## src/rtl/core/rsc_pkg.sv

```systemverilog
package rsc_pkg;

   localparam int STACK_DEPTH = 16;
   localparam int PTR_W = $clog2(STACK_DEPTH);
   localparam int CNT_W = $clog2(STACK_DEPTH + 1);
   localparam int DATA_W = 32;
   localparam int CMD_W = 3;
   localparam int STATUS_W = 3;
   localparam int DEPTH_W = 5;
   localparam int STEP_W = $clog2(DATA_W + 1);

   localparam logic [CNT_W-1:0] CNT_ZERO = CNT_W'(0);
   localparam logic [CNT_W-1:0] CNT_ONE = CNT_W'(1);
   localparam logic [CNT_W-1:0] CNT_TWO = CNT_W'(2);
   localparam logic [CNT_W-1:0] CNT_THREE = CNT_W'(3);
   localparam logic [CNT_W-1:0] CNT_FULL = CNT_W'(STACK_DEPTH);

   localparam logic [STEP_W-1:0] STEPS_SHORT = STEP_W'(1);
   localparam logic [STEP_W-1:0] STEPS_LONG = STEP_W'(DATA_W);

   localparam logic [CMD_W-1:0] CMD_CLEAR = 3'd0;
   localparam logic [CMD_W-1:0] CMD_PUSH = 3'd1;
   localparam logic [CMD_W-1:0] CMD_ADD = 3'd2;
   localparam logic [CMD_W-1:0] CMD_SUB = 3'd3;
   localparam logic [CMD_W-1:0] CMD_MUL = 3'd4;
   localparam logic [CMD_W-1:0] CMD_DIV = 3'd5;

   typedef enum logic [STATUS_W-1:0] {
      STATUS_OK = 3'd0,
      STATUS_UNDERFLOW = 3'd1,
      STATUS_DIV_ZERO = 3'd2,
      STATUS_FULL = 3'd3,
      STATUS_UNKNOWN = 3'd4
   } status_type;

   typedef enum logic [1:0] {
      ALU_ADD,
      ALU_SUB,
      ALU_MUL,
      ALU_DIV
   } alu_op_type;

   typedef enum logic [2:0] {
      SEQ_IDLE,
      SEQ_READ,
      SEQ_EXEC,
      SEQ_REFILL,
      SEQ_RESP
   } seq_state_type;

   typedef struct packed {
      logic start;
      alu_op_type op;
      logic [DATA_W-1:0] a;
      logic [DATA_W-1:0] b;
   } alu_req_type;

   typedef struct packed {
      logic done;
      logic [DATA_W-1:0] result;
   } alu_rsp_type;

endpackage

```

## src/rtl/core/rsc_if.sv

```systemverilog
interface rsc_req_if;
   logic valid;
   logic ready;
   logic [rsc_pkg::CMD_W-1:0] cmd;
   logic signed [rsc_pkg::DATA_W-1:0] push_value;

   modport source (output valid, output cmd, output push_value, input ready);
   modport sink (input valid, input cmd, input push_value, output ready);
endinterface

interface rsc_rsp_if;
   logic valid;
   logic ready;
   logic [rsc_pkg::STATUS_W-1:0] status;
   logic signed [rsc_pkg::DATA_W-1:0] top_value;
   logic [rsc_pkg::DEPTH_W-1:0] stack_depth;

   modport source (output valid, output status, output top_value, output stack_depth,
                   input ready);
   modport sink (input valid, input status, input top_value, input stack_depth,
                 output ready);
endinterface

```

## src/rtl/core/rsc_stack_mem.sv

```systemverilog
module rsc_stack_mem (
   input  logic                         clock,
   input  logic                         wr_en,
   input  logic [rsc_pkg::PTR_W-1:0]    wr_addr,
   input  logic [rsc_pkg::DATA_W-1:0]   wr_data,
   input  logic [rsc_pkg::PTR_W-1:0]    rd_addr,
   output logic [rsc_pkg::DATA_W-1:0]   rd_data
);

   logic [rsc_pkg::DATA_W-1:0] mem_ff [rsc_pkg::STACK_DEPTH];
   logic [rsc_pkg::DATA_W-1:0] rd_data_ff;

   always_ff @(posedge clock) begin
      if (wr_en) begin
         mem_ff[wr_addr] <= wr_data;
      end
      rd_data_ff <= mem_ff[rd_addr];
   end

   assign rd_data = rd_data_ff;

endmodule

```

## src/rtl/core/rsc_alu.sv

```systemverilog
module rsc_alu (
   input  logic                  clock,
   input  logic                  reset,
   input  rsc_pkg::alu_req_type  alu_req,
   output rsc_pkg::alu_rsp_type  alu_rsp
);

   logic busy_ff, busy_in;
   logic done_ff, done_in;
   rsc_pkg::alu_op_type op_ff, op_in;
   logic [rsc_pkg::STEP_W-1:0] step_ff, step_in;
   logic [rsc_pkg::DATA_W-1:0] acc_ff, acc_in;
   logic [rsc_pkg::DATA_W-1:0] x_ff, x_in;
   logic [rsc_pkg::DATA_W-1:0] y_ff, y_in;
   logic neg_ff, neg_in;

   logic [rsc_pkg::DATA_W:0] add_x;
   logic [rsc_pkg::DATA_W:0] add_y;
   logic add_cin;
   logic [rsc_pkg::DATA_W:0] add_sum;
   logic [rsc_pkg::DATA_W-1:0] shifted_rem;
   logic sign_a;
   logic sign_b;

   assign shifted_rem = {acc_ff[rsc_pkg::DATA_W-2:0], y_ff[rsc_pkg::DATA_W-1]};
   assign add_sum = add_x + add_y + {{rsc_pkg::DATA_W{1'b0}}, add_cin};
   assign sign_a = alu_req.a[rsc_pkg::DATA_W-1];
   assign sign_b = alu_req.b[rsc_pkg::DATA_W-1];

   always_comb begin
      add_x = {1'b0, acc_ff};
      add_y = {1'b0, x_ff};
      add_cin = 1'b0;
      unique case (op_ff)
         rsc_pkg::ALU_ADD: begin
            add_y = {1'b0, x_ff};
         end
         rsc_pkg::ALU_SUB: begin
            add_y = {1'b0, ~x_ff};
            add_cin = 1'b1;
         end
         rsc_pkg::ALU_MUL: begin
            add_y = y_ff[0] ? {1'b0, x_ff} : '0;
         end
         rsc_pkg::ALU_DIV: begin
            add_x = {1'b0, shifted_rem};
            add_y = ~{1'b0, x_ff};
            add_cin = 1'b1;
         end
         default: begin
            add_y = {1'b0, x_ff};
         end
      endcase
   end

   always_comb begin
      busy_in = busy_ff;
      done_in = 1'b0;
      op_in = op_ff;
      step_in = step_ff;
      acc_in = acc_ff;
      x_in = x_ff;
      y_in = y_ff;
      neg_in = neg_ff;
      if (alu_req.start) begin
         busy_in = 1'b1;
         op_in = alu_req.op;
         neg_in = sign_a ^ sign_b;
         if (alu_req.op == rsc_pkg::ALU_DIV) begin
            step_in = rsc_pkg::STEPS_LONG;
            acc_in = '0;
            x_in = sign_b ? (~alu_req.b + 1'b1) : alu_req.b;
            y_in = sign_a ? (~alu_req.a + 1'b1) : alu_req.a;
         end else if (alu_req.op == rsc_pkg::ALU_MUL) begin
            step_in = rsc_pkg::STEPS_LONG;
            acc_in = '0;
            x_in = alu_req.a;
            y_in = alu_req.b;
         end else begin
            step_in = rsc_pkg::STEPS_SHORT;
            acc_in = alu_req.a;
            x_in = alu_req.b;
         end
      end else if (busy_ff) begin
         unique case (op_ff)
            rsc_pkg::ALU_MUL: begin
               acc_in = add_sum[rsc_pkg::DATA_W-1:0];
               x_in = {x_ff[rsc_pkg::DATA_W-2:0], 1'b0};
               y_in = {1'b0, y_ff[rsc_pkg::DATA_W-1:1]};
            end
            rsc_pkg::ALU_DIV: begin
               acc_in = add_sum[rsc_pkg::DATA_W] ? shifted_rem
                                                 : add_sum[rsc_pkg::DATA_W-1:0];
               y_in = {y_ff[rsc_pkg::DATA_W-2:0], ~add_sum[rsc_pkg::DATA_W]};
            end
            default: begin
               acc_in = add_sum[rsc_pkg::DATA_W-1:0];
            end
         endcase
         step_in = step_ff - 1'b1;
         if (step_ff == rsc_pkg::STEPS_SHORT) begin
            busy_in = 1'b0;
            done_in = 1'b1;
         end
      end
   end

   always_ff @(posedge clock) begin
      if (reset) begin
         busy_ff <= 1'b0;
         done_ff <= 1'b0;
         op_ff <= rsc_pkg::ALU_ADD;
      end else begin
         busy_ff <= busy_in;
         done_ff <= done_in;
         op_ff <= op_in;
      end
      step_ff <= step_in;
      acc_ff <= acc_in;
      x_ff <= x_in;
      y_ff <= y_in;
      neg_ff <= neg_in;
   end

   always_comb begin
      alu_rsp.done = done_ff;
      if (op_ff == rsc_pkg::ALU_DIV) begin
         alu_rsp.result = neg_ff ? (~y_ff + 1'b1) : y_ff;
      end else begin
         alu_rsp.result = acc_ff;
      end
   end

endmodule

```

## src/rtl/core/rpn_stack_calculator_top.sv

```systemverilog
// Clear, push and rejected commands go from IDLE straight to RESP; add, sub, mul and div
// go through READ and EXEC, a divide by zero through READ and, if entries remain, REFILL.
// One transaction at a time; mul and div run on the 32-step shift-add/subtract unit, and
// a new command is taken as soon as the previous one is finished.
// Reset (synchronous, active high) empties the stack and drops any pending result;
// stack contents are not cleared.
module rpn_stack_calculator_top (
   input logic clock,
   input logic reset,
   rsc_req_if.sink req_chan,
   rsc_rsp_if.source rsp_chan
);

   rsc_pkg::seq_state_type state_ff, state_in;
   logic [rsc_pkg::CMD_W-1:0] cmd_ff, cmd_in;
   rsc_pkg::status_type status_ff, status_in;
   logic [rsc_pkg::CNT_W-1:0] count_ff, count_in;
   logic [rsc_pkg::DATA_W-1:0] top_ff, top_in;
   logic rsp_valid_ff, rsp_valid_in;
   logic [rsc_pkg::STATUS_W-1:0] rsp_status_ff, rsp_status_in;
   logic [rsc_pkg::DATA_W-1:0] rsp_top_ff, rsp_top_in;
   logic [rsc_pkg::DEPTH_W-1:0] rsp_depth_ff, rsp_depth_in;

   logic mem_wr_en;
   logic [rsc_pkg::CNT_W-1:0] mem_wr_pos;
   logic [rsc_pkg::DATA_W-1:0] mem_wr_data;
   logic [rsc_pkg::CNT_W-1:0] mem_rd_pos;
   logic [rsc_pkg::DATA_W-1:0] mem_rd_data;
   logic [rsc_pkg::CNT_W-1:0] count_less_two;
   logic accept;

   rsc_pkg::alu_req_type alu_req;
   rsc_pkg::alu_rsp_type alu_rsp;

   assign count_less_two = count_ff - rsc_pkg::CNT_TWO;
   assign accept = req_chan.valid && req_chan.ready;

   rsc_stack_mem u_stack_mem (
      .clock   (clock),
      .wr_en   (mem_wr_en),
      .wr_addr (mem_wr_pos[rsc_pkg::PTR_W-1:0]),
      .wr_data (mem_wr_data),
      .rd_addr (mem_rd_pos[rsc_pkg::PTR_W-1:0]),
      .rd_data (mem_rd_data)
   );

   rsc_alu u_alu (
      .clock   (clock),
      .reset   (reset),
      .alu_req (alu_req),
      .alu_rsp (alu_rsp)
   );

   always_ff @(posedge clock) begin
      if (reset) begin
         state_ff <= rsc_pkg::SEQ_IDLE;
         count_ff <= rsc_pkg::CNT_ZERO;
         rsp_valid_ff <= 1'b0;
      end else begin
         state_ff <= state_in;
         count_ff <= count_in;
         rsp_valid_ff <= rsp_valid_in;
      end
      cmd_ff <= cmd_in;
      status_ff <= status_in;
      top_ff <= top_in;
      rsp_status_ff <= rsp_status_in;
      rsp_top_ff <= rsp_top_in;
      rsp_depth_ff <= rsp_depth_in;
   end

   always_comb begin
      state_in = state_ff;
      cmd_in = cmd_ff;
      status_in = status_ff;
      count_in = count_ff;
      top_in = top_ff;
      rsp_valid_in = rsp_valid_ff && !rsp_chan.ready;
      rsp_status_in = rsp_status_ff;
      rsp_top_in = rsp_top_ff;
      rsp_depth_in = rsp_depth_ff;
      mem_wr_en = 1'b0;
      mem_wr_pos = count_ff;
      mem_wr_data = req_chan.push_value;
      mem_rd_pos = count_less_two;
      alu_req.start = 1'b0;
      alu_req.op = rsc_pkg::ALU_ADD;
      alu_req.a = mem_rd_data;
      alu_req.b = top_ff;
      req_chan.ready = 1'b0;

      unique case (cmd_ff)
         rsc_pkg::CMD_SUB: alu_req.op = rsc_pkg::ALU_SUB;
         rsc_pkg::CMD_MUL: alu_req.op = rsc_pkg::ALU_MUL;
         rsc_pkg::CMD_DIV: alu_req.op = rsc_pkg::ALU_DIV;
         default: alu_req.op = rsc_pkg::ALU_ADD;
      endcase

      unique case (state_ff)
         rsc_pkg::SEQ_IDLE: begin
            req_chan.ready = 1'b1;
            if (accept) begin
               cmd_in = req_chan.cmd;
               status_in = rsc_pkg::STATUS_OK;
               state_in = rsc_pkg::SEQ_RESP;
               unique case (req_chan.cmd)
                  rsc_pkg::CMD_CLEAR: begin
                     count_in = rsc_pkg::CNT_ZERO;
                  end
                  rsc_pkg::CMD_PUSH: begin
                     if (count_ff >= rsc_pkg::CNT_FULL) begin
                        status_in = rsc_pkg::STATUS_FULL;
                     end else begin
                        mem_wr_en = 1'b1;
                        top_in = req_chan.push_value;
                        count_in = count_ff + rsc_pkg::CNT_ONE;
                     end
                  end
                  rsc_pkg::CMD_ADD, rsc_pkg::CMD_SUB, rsc_pkg::CMD_MUL,
                  rsc_pkg::CMD_DIV: begin
                     if (count_ff < rsc_pkg::CNT_TWO) begin
                        status_in = rsc_pkg::STATUS_UNDERFLOW;
                     end else begin
                        state_in = rsc_pkg::SEQ_READ;
                     end
                  end
                  default: begin
                     status_in = rsc_pkg::STATUS_UNKNOWN;
                  end
               endcase
            end
         end
         rsc_pkg::SEQ_READ: begin
            if (cmd_ff == rsc_pkg::CMD_DIV && top_ff == '0) begin
               status_in = rsc_pkg::STATUS_DIV_ZERO;
               count_in = count_less_two;
               mem_rd_pos = count_ff - rsc_pkg::CNT_THREE;
               if (count_ff > rsc_pkg::CNT_TWO) begin
                  state_in = rsc_pkg::SEQ_REFILL;
               end else begin
                  state_in = rsc_pkg::SEQ_RESP;
               end
            end else begin
               alu_req.start = 1'b1;
               state_in = rsc_pkg::SEQ_EXEC;
            end
         end
         rsc_pkg::SEQ_EXEC: begin
            if (alu_rsp.done) begin
               mem_wr_en = 1'b1;
               mem_wr_pos = count_less_two;
               mem_wr_data = alu_rsp.result;
               top_in = alu_rsp.result;
               count_in = count_ff - rsc_pkg::CNT_ONE;
               state_in = rsc_pkg::SEQ_RESP;
            end
         end
         rsc_pkg::SEQ_REFILL: begin
            top_in = mem_rd_data;
            state_in = rsc_pkg::SEQ_RESP;
         end
         rsc_pkg::SEQ_RESP: begin
            if (!rsp_valid_ff || rsp_chan.ready) begin
               rsp_valid_in = 1'b1;
               rsp_status_in = status_ff;
               rsp_top_in = (count_ff == rsc_pkg::CNT_ZERO) ? '0 : top_ff;
               rsp_depth_in = rsc_pkg::DEPTH_W'(count_ff);
               state_in = rsc_pkg::SEQ_IDLE;
            end
         end
         default: begin
            state_in = rsc_pkg::SEQ_IDLE;
         end
      endcase
   end

   assign rsp_chan.valid = rsp_valid_ff;
   assign rsp_chan.status = rsp_status_ff;
   assign rsp_chan.top_value = rsp_top_ff;
   assign rsp_chan.stack_depth = rsp_depth_ff;

endmodule
```

## src/flat_wrapper.sv

```systemverilog
// flat-port wrapper written by rule: the top's interface ports become plain ports
module rpn_stack_calculator_top_flat 
  (clock, reset, req_chan_valid, req_chan_cmd, req_chan_push_value, req_chan_ready, rsp_chan_valid, rsp_chan_status, rsp_chan_top_value, rsp_chan_stack_depth, rsp_chan_ready);
  rsc_req_if req_chan_i ();
  rsc_rsp_if rsp_chan_i ();
  input logic clock;
  input logic reset;
  input wire logic [$bits(req_chan_i.valid)-1:0] req_chan_valid;
  input wire logic [$bits(req_chan_i.cmd)-1:0] req_chan_cmd;
  input wire logic [$bits(req_chan_i.push_value)-1:0] req_chan_push_value;
  output wire logic [$bits(req_chan_i.ready)-1:0] req_chan_ready;
  output wire logic [$bits(rsp_chan_i.valid)-1:0] rsp_chan_valid;
  output wire logic [$bits(rsp_chan_i.status)-1:0] rsp_chan_status;
  output wire logic [$bits(rsp_chan_i.top_value)-1:0] rsp_chan_top_value;
  output wire logic [$bits(rsp_chan_i.stack_depth)-1:0] rsp_chan_stack_depth;
  input wire logic [$bits(rsp_chan_i.ready)-1:0] rsp_chan_ready;
  assign req_chan_i.valid = req_chan_valid;
  assign req_chan_i.cmd = req_chan_cmd;
  assign req_chan_i.push_value = req_chan_push_value;
  assign req_chan_ready = req_chan_i.ready;
  assign rsp_chan_valid = rsp_chan_i.valid;
  assign rsp_chan_status = rsp_chan_i.status;
  assign rsp_chan_top_value = rsp_chan_i.top_value;
  assign rsp_chan_stack_depth = rsp_chan_i.stack_depth;
  assign rsp_chan_i.ready = rsp_chan_ready;
  rpn_stack_calculator_top u_core (.clock(clock), .reset(reset), .req_chan(req_chan_i), .rsp_chan(rsp_chan_i));
endmodule
```

## config.mk

```make
export PLATFORM = sky130hd
export DESIGN_NAME = rpn_stack_calculator_top_flat
export DESIGN_NICKNAME = d
export VERILOG_FILES = /design/src/rtl/core/rsc_pkg.sv /design/src/rtl/core/rsc_if.sv /design/src/rtl/core/rsc_stack_mem.sv /design/src/rtl/core/rsc_alu.sv /design/src/rtl/core/rpn_stack_calculator_top.sv /design/src/flat_wrapper.sv
export SDC_FILE = /design/constraint.sdc
export NUM_CORES = 1
export LEC_CHECK = 0
export BUFFER_PORTS_ARGS = -buffer_cell sky130_fd_sc_hd__clkbuf_2
export CAP_MARGIN = 40
export CORE_MARGIN = 2
export CORE_UTILIZATION = 56
export CTS_CLUSTER_DIAMETER = 50
export CTS_CLUSTER_SIZE = 16
export DETAILED_ROUTE_END_ITERATION = 7
export PLACE_DENSITY = 0.71
export SYNTH_ARGS = -nofsm -noshare
export SYNTH_HDL_FRONTEND = slang
export SYNTH_SLANG_ARGS = --single-unit
```

## constraint.sdc

```tcl
create_clock -name clock -period 8.9 [get_ports clock]
set_clock_uncertainty 0.05 [all_clocks]
set_input_delay 0.445 -clock clock [delete_from_list [all_inputs] [get_ports clock]]
set_output_delay 0.445 -clock clock [all_outputs]
set_load 0.02 [all_outputs]
```

; ---- After elaboration in Yosys (flattened, before gate mapping)
; Memory sizes are Yosys's and may differ from the RTL's. A register that Yosys moved wholly into a read port is not among the register bits.
; Cells that the tools add are included.
[word_totals]
memories = 1
regBits = 194
output_inout_bits = 42
mem_bits_rw = 512
[op_classes]
addsub = 10
muxes = 76
magnitude_cmp = 3
n_eq_ne = 27
reduce_logical = 28
bitwise_logic = 8
[memory_table]
columns = memory, depth, width, rd, rd_ports_with_merged_regs, write_ports, line
row1 = u_core.u_stack_mem.mem_ff, 16, 32, 1, 1, 1, rsc_stack_mem.sv:10  ; logic [rsc_pkg::DATA_W-1:0] mem_ff [rsc_pkg::STACK_DEPTH];
[op_table]
columns = cell, n
row1 = $mux 32, 27
row2 = $pmux 33 s4, 1
row3 = $not 32->32, 4
row4 = $add 32x1->32 const B, 3
row5 = $pmux 32 s3, 1
row6 = $pmux 32 s2, 1
row7 = $add 32x33->33, 1
row8 = $add 33x1->33, 1
row9 = $not 32->33, 1
row10 = $logic_not 32->1, 1
row11 = $mux 3, 9
row12 = $mux 6, 4
row13 = $mux 5, 4
row14 = $mux 1, 17
row15 = $mux 4, 4
row16 = $eq 3x2->1 const B, 5
row17 = $eq 3x3->1 const B, 5
row18 = $pmux 3 s5, 1
row19 = $pmux 5 s3, 1
row20 = $pmux 5 s2, 1
row21 = $ne 3x3->1 const B, 3
row22 = $pmux 3 s3, 1
row23 = $reduce_and 3->1, 3
row24 = $reduce_bool 3->1, 3
row25 = other kinds (33), 50

; ---- Logic depth before layout (Yosys ltp)
; Gate-level depths: netlist of the first run.
[logic_depth]
word_depth = 8
mapped_depth = 18
mapped_depth_nobuf = 15

; ---- Hierarchy
; From an unflattened synthesis of the first run, not the netlist that was laid out.
[hier_totals]
hier_cells = 2502
area_unflattened_um2 = 34874.7
[modules_own_cells]
columns = module, area_per_inst_um2, n_inst, cells_each
row1 = rsc_stack_mem, 19835.3, 1, 838
row2 = rsc_alu, 10269.8, 1, 1248
row3 = rpn_stack_calculator_top, 4769.6, 1, 416

; ---- Least setup slack after synthesis of the first run
; No wires, ideal clock.
[synth_timing]
kind = flip-flop to flip-flop
from = reg u_core.top_ff[0] in the netlist's numbering
to = reg u_core.u_alu.y_ff[0] in the netlist's numbering (enable)
path_stages_with_launch = 11
n_path_buf = 2
setup_slack_ns = 3.204
t_arrival_ns = 5.180
cell_sequence = edfxtp_1 > inv_1 > ha_1 > or3b_2 > clkbuf_1 > or4_4 > or3_1 > o21ai_1 > inv_1 > clkbuf_1 > o21ai_0
[synth_via]
elab_chain_cells = 6
[synth_lines]
columns = item, line
row1 = from (decl), rpn_stack_calculator_top.sv:18  ; logic [rsc_pkg::DATA_W-1:0] top_ff, top_in;
row2 = from (signal assigned), rpn_stack_calculator_top.sv:66  ; top_ff <= top_in;
row3 = $logic_not 32->1 *, rpn_stack_calculator_top.sv:134  ; if (cmd_ff == rsc_pkg::CMD_DIV && top_ff == '0) begin
row4 = $logic_and 1x1->1 *, rpn_stack_calculator_top.sv:134
row5 = $mux 1 *, rpn_stack_calculator_top.sv:134
row6 = $mux 1 *, rpn_stack_calculator_top.sv:99  ; unique case (state_ff)
row7 = "$ne 3x3->1 (no source line), or another cell as far along", n/a
row8 = $reduce_and 3->1 (no source line) *, n/a
row9 = to (signal assigned), rsc_alu.sv:121  ; y_ff <= y_in;
row10 = to (decl), rsc_alu.sv:14  ; logic [rsc_pkg::DATA_W-1:0] y_ff, y_in;
; Mark *: on every way between the ends. The rest lies on a longest branch, timed or not.
; A chain may end at the register's enable or synchronous reset.

; ---- Worst setup path in the final report of the first run
[layout_timing]
from = reg u_core.u_alu.op_ff[0]
to = reg u_core.u_alu.acc_ff[25] in the netlist's numbering (data pin)
[layout_via]
elab_chain_cells = 8
[layout_lines]
columns = item, line
row1 = from (decl), rsc_alu.sv:10  ; rsc_pkg::alu_op_type op_ff, op_in;
row2 = from (signal assigned), rsc_alu.sv:112  ; op_ff <= rsc_pkg::ALU_ADD;
row3 = from (signal assigned), rsc_alu.sv:116  ; op_ff <= op_in;
row4 = "$eq 2x2->1, or another cell as far along", "rsc_alu.sv:34, rsc_alu.sv:85"
row5 = "$pmux 33 s4, or another cell as far along", rsc_alu.sv:34  ; unique case (op_ff)
row6 = $add 32x33->33 / $mux 1 (equally long branches), "rsc_alu.sv:26, rsc_alu.sv:34"
row7 = $add 33x1->33, rsc_alu.sv:26  ; assign add_sum = add_x + add_y + {{rsc_pkg::DATA_W{1'b0}}, add_cin};
row8 = $mux 32, rsc_alu.sv:92  ; acc_in = add_sum[rsc_pkg::DATA_W] ? shifted_rem
row9 = $mux 32 *, rsc_alu.sv:85  ; unique case (op_ff)
row10 = $mux 32 *, rsc_alu.sv:84  ; end else if (busy_ff) begin
row11 = $mux 32 *, rsc_alu.sv:65  ; if (alu_req.start) begin
row12 = "net u_core.u_alu.acc_in, one bit", rsc_alu.sv:12  ; logic [rsc_pkg::DATA_W-1:0] acc_ff, acc_in;
row13 = to (signal assigned), rsc_alu.sv:119  ; acc_ff <= acc_in;
row14 = to (decl), rsc_alu.sv:12
; Mark *: on every way through the listed nets, which the timed path passes. The rest lies on a longest branch. The select of a mux whose other input is x is not followed.

==> run_results.csv, run 1 <==
group,metric,value,unit
status,outcome,"complete, no violations",
critical_path,r2r_end,"u_core.u_alu.acc_ff[25]",
critical_path,cp.arrival,5890,ps
critical_path,worst-r2r-cell-count,15,
cts,cts_resized,0,
final_layout,areaGrowthSynthToFinish,11.7,%
final_layout,final_layout_size_suffix_gt1_frac,0.137,
timing,fin_hold_ws,39.2,ps
critical_path,rr_startpoint,"u_core.u_alu.op_ff[0]",
hold_path,holdPathStages,1,
placement,hpwl,71.4,mm
detailed_routing,wire_per_inst,26.8,µm
cts,clkSlewWorstSetupHoldPaths,60,ps
critical_path,path_class,"flip-flop to flip-flop",
detailed_routing,vias,28400,
logic_synthesis,syn_nets,3351,
power,leakage,14.6,nW
timing,hold_violations,0,
global_routing,grt_pass1_wl,167,mm
logic_synthesis,async_flop_share,0,
logic_synthesis,yosysTopAreaCellShare,0.552,
timing,fin_crit,5590,ps
cts,cts_tree,"built",
logic_synthesis,synth_cells,3268,
timing,worst_pin_slew,1260,ps
detailed_routing,wl,113,mm
global_routing,grt_max_degree,135,
detailed_routing,drc,0,
logic_synthesis,synthTopCellsByCount,"693 x edfxtp_1, 499 x nand2_1, 222 x mux2i_1, 211 x o21ai_0, 202 x clkbuf_1",
die,core,66900,µm²
timing,fin_tns_setup,0,ps
logic_synthesis,synthTopCellsByArea,"edfxtp_1 55%, mux2i_1 5.9%, nand2_1 5.0%, o21ai_0 2.8%, dfxtp_1 2.4%",
hold_path,hold_class,"primary input to flip-flop",
critical_path,crit_fanout,55,
die,dieArea,69400,µm²
die,start_util,0.563,
logic_synthesis,syn_area,37700,µm²
final_layout,multi_input_area,15100,µm²
global_routing,grt_usage,0.318,
final_layout,antennaDiodeCount,0,
critical_path,crit_path_end_kind,"flip-flop",
logic_synthesis,synth_area_per_cell,11.5,µm²
die,die_h,263,µm
final_layout,fin_nets,3357,
detailed_routing,drt_iter0_drc,4006,
global_routing,grt.overflow.total,0,
cts,numCtsBuffers,79,
final_layout,utilization,0.629,
timing,fin_crit_sh,0.628,
logic_synthesis,yosys_warnings,0,
logic_synthesis,ys_seq_area_frac,0.576,
timing,setup_viol,0,
power,powerDensity,178,nW/µm²
critical_path,worst_setup_path_start_kind,"flip-flop",
critical_path,regToRegSetupSlack,3310,ps
timing,timing.fmax,179,MHz
cts,clkSinkCount,738,
cts,cts_max_level,3,
detailed_routing,postRouteAntennaNets,0,
final_layout,fill_cells,5146,
die,fp.dieW,263,µm
cts,clk_latency,660,ps
die,rows,95,
placement,portBuffers,80,
power,ir_drop,0.000169,V
cts,clk_path_buf_depth,3,
timing,relSlewSlack,0.160,
cts,clock-root-buffer,"clkbuf_16",
logic_synthesis,synth_cell_type_count,73,
global_routing,antenna_found_initial,1,
final_layout,ff_latch_area,21700,µm²
logic_synthesis,synth.ff_latch_count,738,
logic_synthesis,synth-main-ff-cell,"edfxtp_1",
cts,postCtsHoldBufs,0,
logic_synthesis,synth_edf_count,693,
timing,drv_slew,0,
die,io_pins,81,
critical_path,required,9210,ps
job,maxCapViolations,0,
critical_path,cp-endpoint,"u_core.u_alu.acc_ff[25]",
timing,rsz0062_at_grt,"no",
placement,gp_congestion,0.948,
global_routing,grt_pass1_vias,26700,
critical_path,critical_path.startpoint,"u_core.u_alu.op_ff[0]",
detailed_routing,first_pass_iters,6,
logic_synthesis,yosysMostFrequentCell,"edfxtp_1",
logic_synthesis,yosysTopAreaCell,"edfxtp_1",
cts,post_cts_buffers,0,
detailed_routing,viasPerCell,6.73,
[layout by cell type (no fill, tap or decap), types with 43 or more instances in the layout]
cell type  count
a2111oi_0     50
a211oi_1      73
a21oi_1      138
a31oi_1       64
a32oi_1       67
buf_4         81
clkbuf_16     79
clkbuf_2      80
edfxtp_1     693
mux2_2        55
mux2i_1      222
nand2_1      496
nand3_1       57
nor2_1       139
nor2b_1       86
o21ai_0      186
o21ai_1       43
xor2_1        60
[how the worst min path moves through the flow]
stage / start / slack [ps] / to
after floorplan: u_core.status_ff[0] / 350 / u_core.rsp_chan.status[0]
after global placement: u_core.status_ff[1] / 420 / u_core.rsp_chan.status[1]
after detailed placement: u_core.status_ff[0] / 430 / u_core.rsp_chan.status[0]
after CTS: req_chan_cmd[1] / 8 / u_core.cmd_ff[1]
after global routing: req_chan_cmd[2] / 30 / u_core.cmd_ff[2]
final: req_chan_cmd[0] / 40 / u_core.cmd_ff[0]
[state kept, by name, summed over array words and instances (netlist names)]
register,cells
u_core.u_stack_mem.rd_data,32
u_core.cmd_ff,3
u_core.u_alu.x_ff,32
u_core.u_stack_mem.mem_ff,512
u_core.u_alu.busy_ff,1
u_core.rsp_chan.stack_depth,5
u_core.u_alu.acc_ff,32
u_core.u_alu.done_ff,1
u_core.rsp_chan.status,3
u_core.rsp_chan.top_value,32
u_core.status_ff,3
u_core.rsp_chan.valid,1
u_core.top_ff,32
u_core.u_alu.op_ff,2
u_core.state_ff,3
u_core.u_alu.neg_ff,1
u_core.count_ff,5
u_core.u_alu.step_ff,6
u_core.u_alu.y_ff,32
[through the flow]
| step | setup slack (ps) | total power, mW | cell area [µm²] | cells |
|---|---|---|---|---|
| 2_1_floorplan | 3200 | 4.03 | 37700 | 3268 |
| 3_3_place_gp | 3550 | 4.13 | 39000 | 4043 |
| 3_5_place_dp | 3520 | 4.15 | 39400 | 4066 |
| 4_1_cts | 3480 | 7.52 | 42100 | 4212 |
| 5_1_grt | 2990 | 7.68 | 42100 | 4212 |
| 6_report | 3310 | 7.49 | 42100 | 4212 |
[per-layer routing]
metal / track usage / vias to the layer above / wire length [µm]
met2: 0.493 / 1633 / 51600
met4: 0.118 / 0 / 3940
met5: 0 / - / 0
li1: - / 12500 / -
met3: 0.0628 / 247 / 11800
met1: 0.448 / 14000 / 45500
[layout make-up]
type	count	share of cell area
Tap cell	873	0.0260
Sequential cell	738	0.516
Clock buffer	93	0.0492
Inverter	35	0.00312
Multi-Input combinational cell	2246	0.360
Clock inverter	53	0.0150
Timing Repair Buffer	174	0.0309
[where the power goes]
group          total, mW  internal, mW  switching (mW)
clock network       3.41          1.88            1.53
logic              0.248        0.0778           0.170
registers           3.83          3.80          0.0302
total               7.49          5.76            1.73
[cell families (layout without fill, tap and decap cells)]
| kind of cell | after synthesis | after routing | share of synthesized area |
|---|---|---|---|
| multiplexers | 312 | 312 | 0.0961 |
| buffers and inverters | 284 | 355 | 0.0295 |
| AO/OA/AOI/OAI | 835 | 835 | 0.146 |
| XOR/XNOR | 94 | 94 | 0.0224 |
| adder cells (fa/ha/maj) | 44 | 44 | 0.0150 |
| flip-flops | 738 | 738 | 0.576 |
| AND/OR/NAND/NOR | 961 | 961 | 0.115 |
[worst max-delay path, stage by stage, from the launching register on]
cell      delay, ps
dfxtp_1         510
and2_2          600
buf_4           670
nand2_1         110
nand2_1          90
ha_1            270
a21oi_1         240
o21ai_0         210
a221o_1         380
a21oi_1         190
o211ai_1        240
a31oi_4         250
buf_4           500
inv_1           310
nand2_1         420
o21ai_0         170
Note: power is estimated with default switching activity, not from simulation.
==> run 2: changes to the inputs <==
clock period = 5.85 ns   (was 8.9 ns; I/O delays follow)
==> run_results.csv, run 2 (synthesis results as in run 1) <==
group,metric,value,unit
status,outcome,"complete, no violations",
placement,gp_congestion,0.955,
timing,relSlewSlack,0.337,
final_layout,layout.cells.most_common_list,"693 x edfxtp_1, 496 x nand2_1, 222 x mux2i_1",
cts,postCtsHoldBufs,26,
critical_path,crit_path_end_kind,"flip-flop",
placement,portBuffers,80,
final_layout,ff_latch_area,21700,µm²
die,dieArea,69400,µm²
detailed_routing,wl,118,mm
cts,cts_resized,0,
final_layout,largest-register,"u_core.u_stack_mem.mem_ff",
critical_path,r2r_end,"u_core.u_alu.acc_ff[25]",
final_layout,areaGrowthSynthToFinish,13.2,%
cts,clkSinkCount,738,
critical_path,crit_cells,13,
cts,post_cts_buffers,0,
global_routing,antenna_found_initial,2,
detailed_routing,vias,28600,
critical_path,critical_path.startpoint,"u_core.u_alu.op_ff[0]",
cts,clock-root-buffer,"clkbuf_16",
timing,setup_viol,0,
cts,numCtsBuffers,79,
power,combPwrFrac,0.035,
power,leakage,14.8,nW
die,rows,95,
timing,rsz0062_at_grt,"no",
power,powerDensity,273,nW/µm²
cts,clkSlewWorstSetupHoldPaths,70,ps
detailed_routing,first_pass_iters,6,
detailed_routing,drt_iter0_drc,3820,
die,die_h,263,µm
detailed_routing,drc,0,
cts,clk_latency,650,ps
power,seq_power_share,0.500,
final_layout,fin_nets,3407,
critical_path,cp-endpoint,"u_core.u_alu.acc_ff[25]",
critical_path,path_delay_family,"compound AO/OA/AOI/OAI gates",
timing,hold_violations,0,
timing,drv_slew,0,
power,switching_share,0.232,
power,switchingPower,2.70,mW
global_routing,grt_pass1_wl,174,mm
critical_path,cp.arrival,5360,ps
die,core,66900,µm²
detailed_routing,wire_per_inst,27.6,µm
critical_path,worst_setup_path_start_kind,"flip-flop",
job,maxCapViolations,0,
die,start_util,0.563,
critical_path,required,6260,ps
die,fp.dieW,263,µm
critical_path,max_stage_delay,520,ps
detailed_routing,postRouteAntennaNets,0,
placement,hpwl,78.4,mm
timing,fin_crit,4940,ps
critical_path,crit_buf_inv,1,
final_layout,final_layout_size_suffix_gt1_frac,0.143,
timing,fin_tns_setup,0,ps
power,p_clk_frac,0.465,
timing,worst_pin_slew,994,ps
critical_path,path_class,"flip-flop to flip-flop",
critical_path,worst-r2r-cell-count,13,
global_routing,grt_max_degree,120,
final_layout,mostFrequentLayoutCell,"edfxtp_1",
timing,fin_crit_sh,0.845,
cts,cts_max_level,3,
die,io_pins,81,
power,intPower,8.94,mW
final_layout,fill_cells,5101,
global_routing,grt_usage,0.335,
global_routing,grt.overflow.total,0,
cts,cts_tree,"built",
timing,timing.fmax,202,MHz
global_routing,grt_pass1_vias,27300,
critical_path,rr_startpoint,"u_core.u_alu.op_ff[0]",
final_layout,largest_reg_flops,512,
hold_path,hold_class,"primary input to flip-flop",
critical_path,crit_fanout,14,
cts,clk_path_buf_depth,3,
power,ir_drop,0.000347,V
critical_path,regToRegSetupSlack,910,ps
critical_path,slowest_stage,"dfxtp_1",
final_layout,utilization,0.637,
final_layout,multi_input_area,15100,µm²
detailed_routing,viasPerCell,6.70,
critical_path,worstPathCellList,"and2_2, mux2i_1, fa_1, fa_1, nor2b_1, o31ai_1, a21oi_1, o21ai_0, o211ai_1, a31oi_4, inv_1, nand2_1, o21ai_0",
## run 2: worst register-to-register path, cell delays in order (launching register included)
cell,delay [ps]
dfxtp_1,520
and2_2,380
mux2i_1,150
fa_1,490
fa_1,400
nor2b_1,250
o31ai_1,160
a21oi_1,480
o21ai_0,300
o211ai_1,520
a31oi_4,300
inv_1,220
nand2_1,250
o21ai_0,300
## run 2: cell type report
class | instances | area share
Tap cell | 873 | 0.0256
Clock buffer | 88 | 0.0474
Clock inverter | 59 | 0.0192
Multi-Input combinational cell | 2246 | 0.355
Inverter | 35 | 0.00308
Antenna cell | 2 | 0.000117
Sequential cell | 738 | 0.509
Timing Repair Buffer | 224 | 0.0405
## run 2: metal layers
layer / wire length (µm) / vias to the layer above / part of all wire / global-route usage
li1: - / 12600 / - / -
met1: 48300 / 14100 / 0.41 / 0.476
met2: 52900 / 1622 / 0.45 / 0.509
met3: 11600 / 268 / 0.099 / 0.0611
met4: 4920 / 0 / 0.042 / 0.141
met5: 0 / - / 0 / 0
## run 2: power groups by stage
stage,sequential (mW),combinational (mW),clock [mW]
after floorplan,5.93,0.211,0
after global placement,5.94,0.359,0
after detailed placement,5.94,0.383,0
after CTS,5.82,0.401,5.45
after global routing,5.82,0.434,5.66
final,5.82,0.409,5.41
## run 2: how the worst min path moves through the flow
stage / startpoint / to / slack, ps / depth (start not counted)
after floorplan: reset / u_core.u_alu.done_ff / 320 / 1
after global placement: u_core.status_ff[0] / u_core.rsp_chan.status[0] / 360 / 0
after detailed placement: u_core.status_ff[0] / u_core.rsp_chan.status[0] / 350 / 0
after CTS: req_chan_push_value[25] / u_core.top_ff[25] / 4 / 3
after global routing: req_chan_push_value[25] / u_core.top_ff[25] / 20 / 3
final: req_chan_push_value[25] / u_core.top_ff[25] / 40 / 3
## run 2: stage by stage
stage	hold slack, ps	cells	cell area [µm²]	total power [mW]	setup slack (ps)
4_1_cts	4.38	4263	42600	11.7	1080
3_5_place_dp	355	4090	39500	6.32	1110
2_1_floorplan	319	3268	37700	6.14	154
3_3_place_gp	357	4064	39200	6.30	1250
5_1_grt	22.7	4263	42600	11.9	653
6_report	36.6	4265	42600	11.6	906
